--- src/rtl/pic8259_pkg.sv ---
// Shared types, codes and a helper function for the 8259-style interrupt controller.
package pic8259_pkg;

    // Item function codes
    localparam logic [1:0] FUNC_POLL  = 2'd0;
    localparam logic [1:0] FUNC_ACK   = 2'd1;
    localparam logic [1:0] FUNC_READ  = 2'd2;
    localparam logic [1:0] FUNC_WRITE = 2'd3;

    // Port select codes; anything above PORT_DATA is an unrelated port
    localparam logic [1:0] PORT_CMD  = 2'd0;
    localparam logic [1:0] PORT_DATA = 2'd1;

    // Acknowledge result codes
    localparam logic [1:0] ACK_NONE    = 2'd0;
    localparam logic [1:0] ACK_CASCADE = 2'd1;
    localparam logic [1:0] ACK_VECTOR  = 2'd2;

    // Initialisation and operation command word bit positions
    localparam int ICW1_IC4    = 0;
    localparam int ICW1_SNGL   = 1;
    localparam int ICW4_UPM    = 0;
    localparam int ICW4_AEOI   = 1;
    localparam int OCW2_EOI    = 5;
    localparam int OCW2_SL     = 6;

    typedef enum logic [2:0] {
        STEP_NOT_STARTED = 3'd0,
        STEP_WORD_TWO    = 3'd2,
        STEP_WORD_THREE  = 3'd3,
        STEP_WORD_FOUR   = 3'd4,
        STEP_FINISHED    = 3'd5
    } init_step_t;

    typedef struct packed {
        logic [1:0] func;
        logic [1:0] port_sel;
        logic [7:0] write_data;
        logic [7:0] irq_lines;
    } pic_in_t;

    typedef struct packed {
        logic       int_request;
        logic [1:0] ack_kind;
        logic [7:0] vector;
        logic [7:0] read_data;
    } pic_out_t;

    // Index of the lowest set bit; bit 3 set means none
    function automatic logic [3:0] lowest_bit(input logic [7:0] v);
        logic [3:0] idx;
        idx = 4'd8;
        for (int i = 7; i >= 0; i--) begin
            if (v[i]) begin
                idx = 4'(i);
            end
        end
        return idx;
    endfunction

endpackage

--- src/rtl/interrupt_controller_8259_top.sv ---
// Top level of the 8259-style interrupt controller: handshakes and result register.
//
// Input words arrive on s_valid/s_ready/s_data: a poll of the request lines,
// an interrupt acknowledge, a port read or a port write. Every word gives
// exactly one result word on m_valid/m_ready/m_data.
// The result is registered and presented in the cycle after its word is
// accepted. Throughput is one word per cycle while the receiver keeps up,
// set by the single result register; the priority encoders and the
// vector add sit between the accept edge and that register.
// s_ready stays high while the result register is empty or being taken,
// so a word is accepted in the same cycle a waiting result leaves. When the
// receiver stalls, the result holds and s_ready drops until it is taken.
// The is_slave register is written through cfg_valid/cfg_data, always ready,
// and should only change while no word is in flight.
// Synchronous active-low reset clears the request, in-service and mask
// registers, the initialisation words and is_slave, and empties the output.
module interrupt_controller_8259_top (
    input  logic                  aclk,
    input  logic                  aresetn,
    input  logic                  s_valid,
    output logic                  s_ready,
    input  pic8259_pkg::pic_in_t  s_data,
    output logic                  m_valid,
    input  logic                  m_ready,
    output pic8259_pkg::pic_out_t m_data,
    input  logic                  cfg_valid,
    output logic                  cfg_ready,
    input  logic                  cfg_data
);
    import pic8259_pkg::*;

    logic     is_slave_reg;
    logic     m_valid_reg, m_valid_next;
    pic_out_t m_data_reg;
    pic_out_t result;
    logic     accept;

    assign s_ready   = !m_valid_reg || m_ready;
    assign accept    = s_valid && s_ready;
    assign cfg_ready = 1'b1;
    assign m_valid   = m_valid_reg;
    assign m_data    = m_data_reg;

    pic8259_core u_core (
        .aclk     (aclk),
        .aresetn  (aresetn),
        .accept   (accept),
        .item     (s_data),
        .is_slave (is_slave_reg),
        .result   (result)
    );

    // Hold the word until taken, refill on accept
    always_comb begin
        m_valid_next = m_valid_reg;
        if (accept) begin
            m_valid_next = 1'b1;
        end else if (m_ready) begin
            m_valid_next = 1'b0;
        end
    end

    always_ff @(posedge aclk) begin
        if (!aresetn) begin
            m_valid_reg  <= 1'b0;
            is_slave_reg <= 1'b0;
        end else begin
            m_valid_reg <= m_valid_next;
            if (cfg_valid) begin
                is_slave_reg <= cfg_data;
            end
        end
    end

    always_ff @(posedge aclk) begin
        if (accept) begin
            m_data_reg <= result;
        end
    end

endmodule

--- src/rtl/pic8259_core.sv ---
// Controller state and per-word request, acknowledge and port logic.
module pic8259_core (
    input  logic                  aclk,
    input  logic                  aresetn,
    input  logic                  accept,
    input  pic8259_pkg::pic_in_t  item,
    input  logic                  is_slave,
    output pic8259_pkg::pic_out_t result
);
    import pic8259_pkg::*;

    init_step_t step_reg, step_next;
    logic [7:0] request_reg, request_next;
    logic [7:0] service_reg, service_next;
    logic [7:0] mask_reg, mask_next;
    logic [7:0] icw1_reg, icw1_next;
    logic [7:0] icw2_reg, icw2_next;
    logic [7:0] icw3_reg, icw3_next;
    logic [7:0] icw4_reg, icw4_next;

    logic       is_write_cmd;
    logic       is_write_data;
    logic [3:0] poll_line;
    logic [7:0] poll_bit;
    logic       poll_hit;
    logic [3:0] ack_line;
    logic [7:0] ack_bit;
    logic [3:0] eoi_line;
    logic [7:0] base;

    always_comb begin
        is_write_cmd  = (item.func == FUNC_WRITE) && (item.port_sel == PORT_CMD);
        is_write_data = (item.func == FUNC_WRITE) && (item.port_sel == PORT_DATA);
        poll_line = lowest_bit(item.irq_lines & ~mask_reg);
        poll_bit  = 8'd1 << poll_line[2:0];
        // Blocked when the polled line's bit, as a number, is not below the whole in-service vector
        poll_hit  = (step_reg == STEP_FINISHED) && !poll_line[3]
                    && !((service_reg != 8'd0) && (poll_bit >= service_reg));
        ack_line  = lowest_bit(request_reg);
        ack_bit   = 8'd1 << ack_line[2:0];
        eoi_line  = lowest_bit(service_reg);
        if (icw4_reg[ICW4_UPM]) begin
            base = {icw2_reg[7:3], 3'b000};
        end else begin
            base = {5'd0, icw1_reg[7:5]} + {icw2_reg[4:0], 3'b000};
        end
    end

    // Initialisation sequence
    always_comb begin
        step_next = step_reg;
        if (accept && is_write_cmd && step_reg == STEP_NOT_STARTED) begin
            step_next = STEP_WORD_TWO;
        end else if (accept && is_write_data) begin
            case (step_reg)
                STEP_WORD_TWO: begin
                    if (!icw1_reg[ICW1_SNGL]) begin
                        step_next = STEP_WORD_THREE;
                    end else if (icw1_reg[ICW1_IC4]) begin
                        step_next = STEP_WORD_FOUR;
                    end else begin
                        step_next = STEP_FINISHED;
                    end
                end
                STEP_WORD_THREE: begin
                    step_next = icw1_reg[ICW1_IC4] ? STEP_WORD_FOUR : STEP_FINISHED;
                end
                STEP_WORD_FOUR: begin
                    step_next = STEP_FINISHED;
                end
                default: begin
                    step_next = step_reg;
                end
            endcase
        end
    end

    // Register updates and result word
    always_comb begin
        request_next = request_reg;
        service_next = service_reg;
        mask_next    = mask_reg;
        icw1_next    = icw1_reg;
        icw2_next    = icw2_reg;
        icw3_next    = icw3_reg;
        icw4_next    = icw4_reg;
        result       = '0;
        case (item.func)
            FUNC_POLL: begin
                if (poll_hit) begin
                    request_next  = request_reg | poll_bit;
                    result.int_request = 1'b1;
                end
            end
            FUNC_ACK: begin
                if (!ack_line[3]) begin
                    if (!icw4_reg[ICW4_AEOI]) begin
                        service_next = service_reg | ack_bit;
                    end
                    request_next = request_reg & ~ack_bit;
                    if (!icw1_reg[ICW1_SNGL] && !is_slave && ((icw3_reg & ack_bit) != 8'd0)) begin
                        result.ack_kind = ACK_CASCADE;
                    end else begin
                        result.ack_kind = ACK_VECTOR;
                        result.vector   = base + {5'd0, ack_line[2:0]};
                    end
                end
            end
            FUNC_READ: begin
                if (item.port_sel == PORT_DATA) begin
                    result.read_data = mask_reg;
                end
            end
            default: begin
                if (is_write_cmd) begin
                    if (step_reg == STEP_NOT_STARTED) begin
                        icw1_next = item.write_data;
                    end else if (item.write_data[OCW2_EOI]) begin
                        if (item.write_data[OCW2_SL]) begin
                            service_next = service_reg & ~(8'd1 << item.write_data[2:0]);
                        end else if (!eoi_line[3]) begin
                            service_next = service_reg & ~(8'd1 << eoi_line[2:0]);
                        end
                    end
                end else if (is_write_data) begin
                    case (step_reg)
                        STEP_WORD_TWO:   icw2_next = item.write_data;
                        STEP_WORD_THREE: icw3_next = item.write_data;
                        STEP_WORD_FOUR:  icw4_next = item.write_data;
                        default:         mask_next = item.write_data;
                    endcase
                end
            end
        endcase
    end

    always_ff @(posedge aclk) begin
        if (!aresetn) begin
            step_reg    <= STEP_NOT_STARTED;
            request_reg <= 8'd0;
            service_reg <= 8'd0;
            mask_reg    <= 8'd0;
            icw1_reg    <= 8'd0;
            icw2_reg    <= 8'd0;
            icw3_reg    <= 8'd0;
            icw4_reg    <= 8'd0;
        end else if (accept) begin
            step_reg    <= step_next;
            request_reg <= request_next;
            service_reg <= service_next;
            mask_reg    <= mask_next;
            icw1_reg    <= icw1_next;
            icw2_reg    <= icw2_next;
            icw3_reg    <= icw3_next;
            icw4_reg    <= icw4_next;
        end
    end

endmodule

--- config.mk ---
export PLATFORM = sky130hd
export DESIGN_NAME = interrupt_controller_8259_top
export DESIGN_NICKNAME = d
export VERILOG_FILES = /design/src/rtl/pic8259_pkg.sv /design/src/rtl/interrupt_controller_8259_top.sv /design/src/rtl/pic8259_core.sv
export SDC_FILE = /design/constraint.sdc
export NUM_CORES = 1
export LEC_CHECK = 0
export CORE_MARGIN = 10
export CORE_UTILIZATION = 40
export DETAILED_ROUTE_END_ITERATION = 16
export DONT_BUFFER_PORTS = 1
export SLEW_MARGIN = 20
export SYNTH_ARGS = -nofsm -noshare
export SYNTH_HDL_FRONTEND = slang
export SYNTH_HIERARCHICAL = 1
export SYNTH_SLANG_ARGS = --single-unit
--- constraint.sdc ---
create_clock -name aclk -period 3 [get_ports aclk]
set_input_delay 0.3 -clock aclk [delete_from_list [all_inputs] [get_ports aclk]]
set_output_delay 0.3 -clock aclk [all_outputs]
set_load 0.01 [all_outputs]
# == Word-level counts from Yosys, hierarchy flattened ==
# Cells that the tools add are included.
# classes
mux,45
magnitude_cmp,1
reduce_logical,42
shift,4
eq_ne,13
addsub,2
bitwise_logic,16
# ops
cell,n
two-way mux 4 bit,24
two-way mux 8 bit,10
AND 8 bit,5
NOT 8 bit,4
case mux 8 bit (2 select lines),2
"left shift 1 x 3 -> 8 bit, first input constant",4
AND reduction 5 bit,4
bitwise OR 8 bit,2
nonzero test 8 bit,2
logical AND 1 bit,11
nonzero test 2 bit,5
two-way mux 3 bit,3
case mux 3 bit (3 select lines),1
OR reduction 3 bit,3
adder 3 x 8 -> 8 bit,1
adder 8 x 3 -> 8 bit,1
greater-or-equal comparator 8 bit,1
AND reduction 4 bit,2
AND reduction 8 bit,1
"equality test 3 x 2 -> 1 bit, second input constant",2
"equality test 3 bit, second input constant",2
"!= test 2 bit, second input constant",3
logical NOT 1 bit,5
NOT 1 bit,5
13 further kinds,20
# totals
ff_bits,74
inputBits,26
elab_cells,137
out_inout_bits,22

# == Longest topological paths before layout ==
# depth
ltp_word,17
ltp_mapped,13
depth_no_buf,12

# == By module ==
# The synthesis kept the hierarchy.
# by_module_without_submodules
module,cells_per_inst,n_inst,seq_area_each_um2,area_per_inst_um2
pic8259_core,428,1,1001.0,3339.5
interrupt_controller_8259_top,29,1,610.6,675.6

# == Worst setup path after synthesis ==
# OpenSTA, ideal clock, no wires.
# synth_path
path_kind,register to register
start,reg u_core.mask_reg[7]
end,reg u_core.request_reg[2]
arrival_ps,2544
path_stages_with_launch,13
n_path_buf,0
setup_slack_ps,381
required_time_ps,2926
period_less_slack_ps,2619
setup_ps,74
cell_sequence,dfxtp_1 > nand2b_1 > nand2b_1 > a21boi_0 > o221ai_1 > nand2_1 > ha_1 > nand2b_1 > a2111oi_0 > o31ai_1 > nor4_2 > nand2_1 > o21ai_0
# synth_via
elab_chain_cells,17
elab_cells_between_ends,22
classes_between,order compare (1); eq/ne (1); shift (1); mux (10); bitwise (3); reduce/logical (6)
# synth_rtl
item,line_no,source
from (decl),pic8259_core.sv:15,"logic [7:0] mask_reg, mask_next;"
from (signal assigned),pic8259_core.sv:151,mask_reg <= mask_next;
NOT 8 bit *,pic8259_core.sv:34,poll_line = lowest_bit(item.irq_lines & ~mask_reg);
AND 8 bit *,pic8259_core.sv:34,
two-way mux 4 bit * (8 in series),pic8259_pkg.sv:54,if (v[i]) begin
left shift 1 x 3 -> 8 bit,pic8259_core.sv:35,poll_bit = 8'd1 << poll_line[2:0];
greater-or-equal comparator 8 bit,pic8259_core.sv:38,&& !((service_reg != 8'd0) && (poll_bit >= service_reg));
logical AND 1 bit,pic8259_core.sv:38,
logical NOT 1 bit,pic8259_core.sv:38,
logical AND 1 bit,pic8259_core.sv:38,
!= test 2 x 1 -> 1 bit (no line),n/a,
AND reduction 4 bit (no line),n/a,
to (signal assigned),pic8259_core.sv:149,request_reg <= request_next;
to (decl),pic8259_core.sv:13,"logic [7:0] request_reg, request_next;"
# Mark *: on every way between the ends. The rest lies on a longest branch, timed or not. The select of a mux whose other input is x is not followed.
# A chain may end at the register's enable or synchronous reset.

# == Worst setup path after layout ==
# layout_path
start,reg u_core.request_reg[3]
end,"reg m_data_reg, in the netlist m_data[14], data pin"
# layout_via
elab_chain_cells,9
elab_cells_between_ends,10
classes_between,add/sub (1); shift (1); mux (4); bitwise (1); reduce/logical (3)
# layout_rtl
item,line_no,source
two-way mux 4 bit * (4 in series),pic8259_pkg.sv:54,
left shift 1 x 3 -> 8 bit,pic8259_core.sv:40,ack_bit = 8'd1 << ack_line[2:0];
AND 8 bit,pic8259_core.sv:101,if (!icw1_reg[ICW1_SNGL] && !is_slave && ((icw3_reg & ack_bit) != 8'd0)) begin
nonzero test 8 bit,pic8259_core.sv:101,
logical AND 1 bit,pic8259_core.sv:101,
OR reduction 3 bit (no line),n/a,
to (signal assigned),interrupt_controller_8259_top.sv:77,m_data_reg <= result;
to (decl),interrupt_controller_8259_top.sv:34,pic_out_t m_data_reg;
# Mark *: on every way between the ends. The rest lies on a longest branch, timed or not.

==> impl_metrics.ini <==
[run_status]
outcome = finished, final reports clean

[floorplanning]
die_width_um = 120
io_pins = 48
core_mm2 = 0.00977
die_area_mm2 = 0.0144
die_h_um = 120
rows = 36
initial_utilization = 0.411

[global_routing]
use_met2 = 0.251
grt_max_degree = 41
track_usage = 0.150
antenna_found_initial = 0
met1_usage = 0.180
grt_pass1_wl_um = 17300
grt_pass1_vias = 3224
overflow = 0
grtUsageMet3 = 0.0437
grt-busiest-layer = met2

[layout]
largest_reg_flops = 19
nFillCells = 967
num-nets-final = 497
drive_above_1_share = 0.116
area_growth_pct = 9.88
antenna_cells = 0

[critical_path]
crit_chain = nand2b_1 -> o311a_1 -> o21bai_1 -> inv_1 -> ha_1 -> inv_1 -> fa_1 -> nor2b_1 -> o21ai_0 -> nor2_1 -> xor2_1 -> nor3_2
cpMaxStageDelayCell = dfxtp_1
cp_num_buf_inv = 2
reg2reg_to = m_data[14]
r2r_start = u_core/request_reg[3]
setup.worst_path.class = reg2reg
end_kind = flip-flop
rr_worst_depth = 12
cp_common_cell = inv_1
crit_required_ns = 3.10
crit_arrival_ns = 2.83
cpPeakStageDelay_ns = 0.48
cp-start-kind = flip-flop
worstSetupStartpoint = u_core/request_reg[3]
cp_top_family = adder cells
critical_path.endpoint = m_data[14]
critPathMaxFanout = 9
r2r_slack_ns = 0.27
path_depth = 12

[drt]
routedWlPerCell_um = 17.8
first_pass_iters = 4
vias = 3327
via_per_inst = 5.57
ant_nets = 0
dr.first_iter.drc_count = 293
drt-total-wl_um = 10600
drc = 0

[sta]
worst_slack_ns = 0.272
fin_crit_sh = 0.909
maxSlewHeadroom = 0.474
period_needed_ns = 2.73
hold_viol = 0
whs_ns = 0.0706
fin_skew_ns = 0.00885
clock.fmax_mhz = 367
worstMarginPinSlew_ns = 0.780
setup_viol = 0
slew_viol_final = 0

[power]
peakVddDrop_mv = 0.159
total_leakage_power_uw = 0.00168
power_density_mw_per_mm2 = 449

[cts]
h-tree-depth = 3
clock_sinks = 71
cts_tree = yes
cts_hold_buf = 0
cts_buffers = 9
clk_pin_slew_worst_paths_ns = 0.08
clkLatencyLatePin_ns = 0.36
clockBufferDepth = 2
root_buffer = clkbuf_8

[yosys]
async_flop_share = 0
yosysMostFrequentCell = nor2_1
syn_area_mm2 = 0.00402
yosysWarningCount = 6
synth_top_flop_cell = dfxtp_1
yosysSeqAreaShare = 0.401
postSynthAreaPerCell_um2 = 8.79
synth_cell_types = 67
syn_inst = 457
netlist_top_cells_count = nor2_1, dfxtp_1, nand2_1
synth_edf_count = 19
synth.area.top_cells = dfxtp_1, edfxtp_1, mux2i_1, nor2_1, a21oi_1
synth_top_area_frac = 0.259
synth_top_area_cell = dfxtp_1
synth_fp_nets = 495
synth_seq_cells = 71

[place]
gp_congestion = 0.942
dp_slack_ns = 0.153
hpwl_um = 8190
port_buffers = 0

[run]
maxCapViolCount = 0

[min_path]
hold_class = in2reg
[placed cells by master, fill, tap and decap left out, drive strengths merged, types with 3 or more instances in the layout]
cell and instances:
mux2i 25, nor2b 17, nor3 16, o31ai 3
edfxtp 19, clkbuf 10, or3 6, nor3b 4
o311ai 7, nor2 54, nand3 27, o211ai 6
nand2b 15, or4 3, a21boi 4, nand4 3
and2 10, nand2 36, ha 11, a21o 3
a21oi 28, buf 11, dfxtp 52, xor2 3
inv 22, o21ai 23, nor4 7
[cell type report]
class / instances / area [um^2] / area share
Clock inverter: 6 / 92.6 / 0.0210
Clock buffer: 10 / 138 / 0.0312
Timing Repair Buffer: 11 / 82.6 / 0.0187
Tap cell: 133 / 166 / 0.0377
Multi-Input combinational cell: 345 / 2240 / 0.508
Sequential cell: 71 / 1610 / 0.365
Inverter: 21 / 78.8 / 0.0179
[worst register-to-register path, stage by stage, from the launching register on]
cell	delay (ns)
dfxtp_1	0.48
nand2b_1	0.15
o311a_1	0.22
o21bai_1	0.12
inv_1	0.14
ha_1	0.18
inv_1	0.06
fa_1	0.40
nor2b_1	0.18
o21ai_0	0.14
nor2_1	0.16
xor2_1	0.19
nor3_2	0.05
[how the worst min path moves through the flow]
stage	startpoint	endpoint	slack [ns]	cells after the start
floorplan	aresetn	is_slave_reg	0.43	1
global placement	s_valid	m_valid	0.44	2
detailed placement	s_valid	m_valid	0.44	2
CTS	s_valid	m_valid	0.05	2
global route	s_valid	m_valid	0.06	2
finish	s_valid	m_valid	0.07	2
[what timing repair did]
item / CTS / global route
endpoints found under the setup margin: 0 / 8
gates resized for setup: 0 / 6
setup buffers: 0 / 0
[logic make-up (layout without fill, tap and decap cells)]
group           after synthesis  count (layout)  share of synthesized area
buf+inv                      41              48                     0.0430
mux                          27              27                     0.0679
other cells                   1               1                   0.000934
simple gates                203             203                      0.274
flops                        71              71                      0.401
compound gates               97              97                      0.163
fa+ha+maj                    12              12                     0.0393
xor+xnor                      5               5                     0.0109
[power by group]
part	internal (uW)	switching, uW	leakage, uW	total, uW
clock network	495	377	0.000109	871
registers	997	14.5	0.000612	1010
logic	34.9	62.3	0.000958	97.2
total	1530	453	0.00168	1980
[routing by layer]
layer | wire length [um] | share of wire
met2 | 5240 | 0.49
met3 | 595 | 0.056
met4 | 155 | 0.015
met1 | 4650 | 0.44
met5 | 0 | 0
[metrics by stage]
step / cells / util / area, um^2 / setup TNS, ns / total power, uW
finish: 597 / 0.451 / 4410 / 0 / 1980
global route: 597 / 0.451 / 4410 / -0.122 / 2080
CTS: 597 / 0.450 / 4400 / 0 / 2000
detailed placement: 581 / 0.427 / 4170 / 0 / 1130
global placement: 581 / 0.427 / 4170 / 0 / 1130
floorplan: 457 / - / 4020 / 0 / 1110
Note: power is estimated with default switching activity, not from simulation.
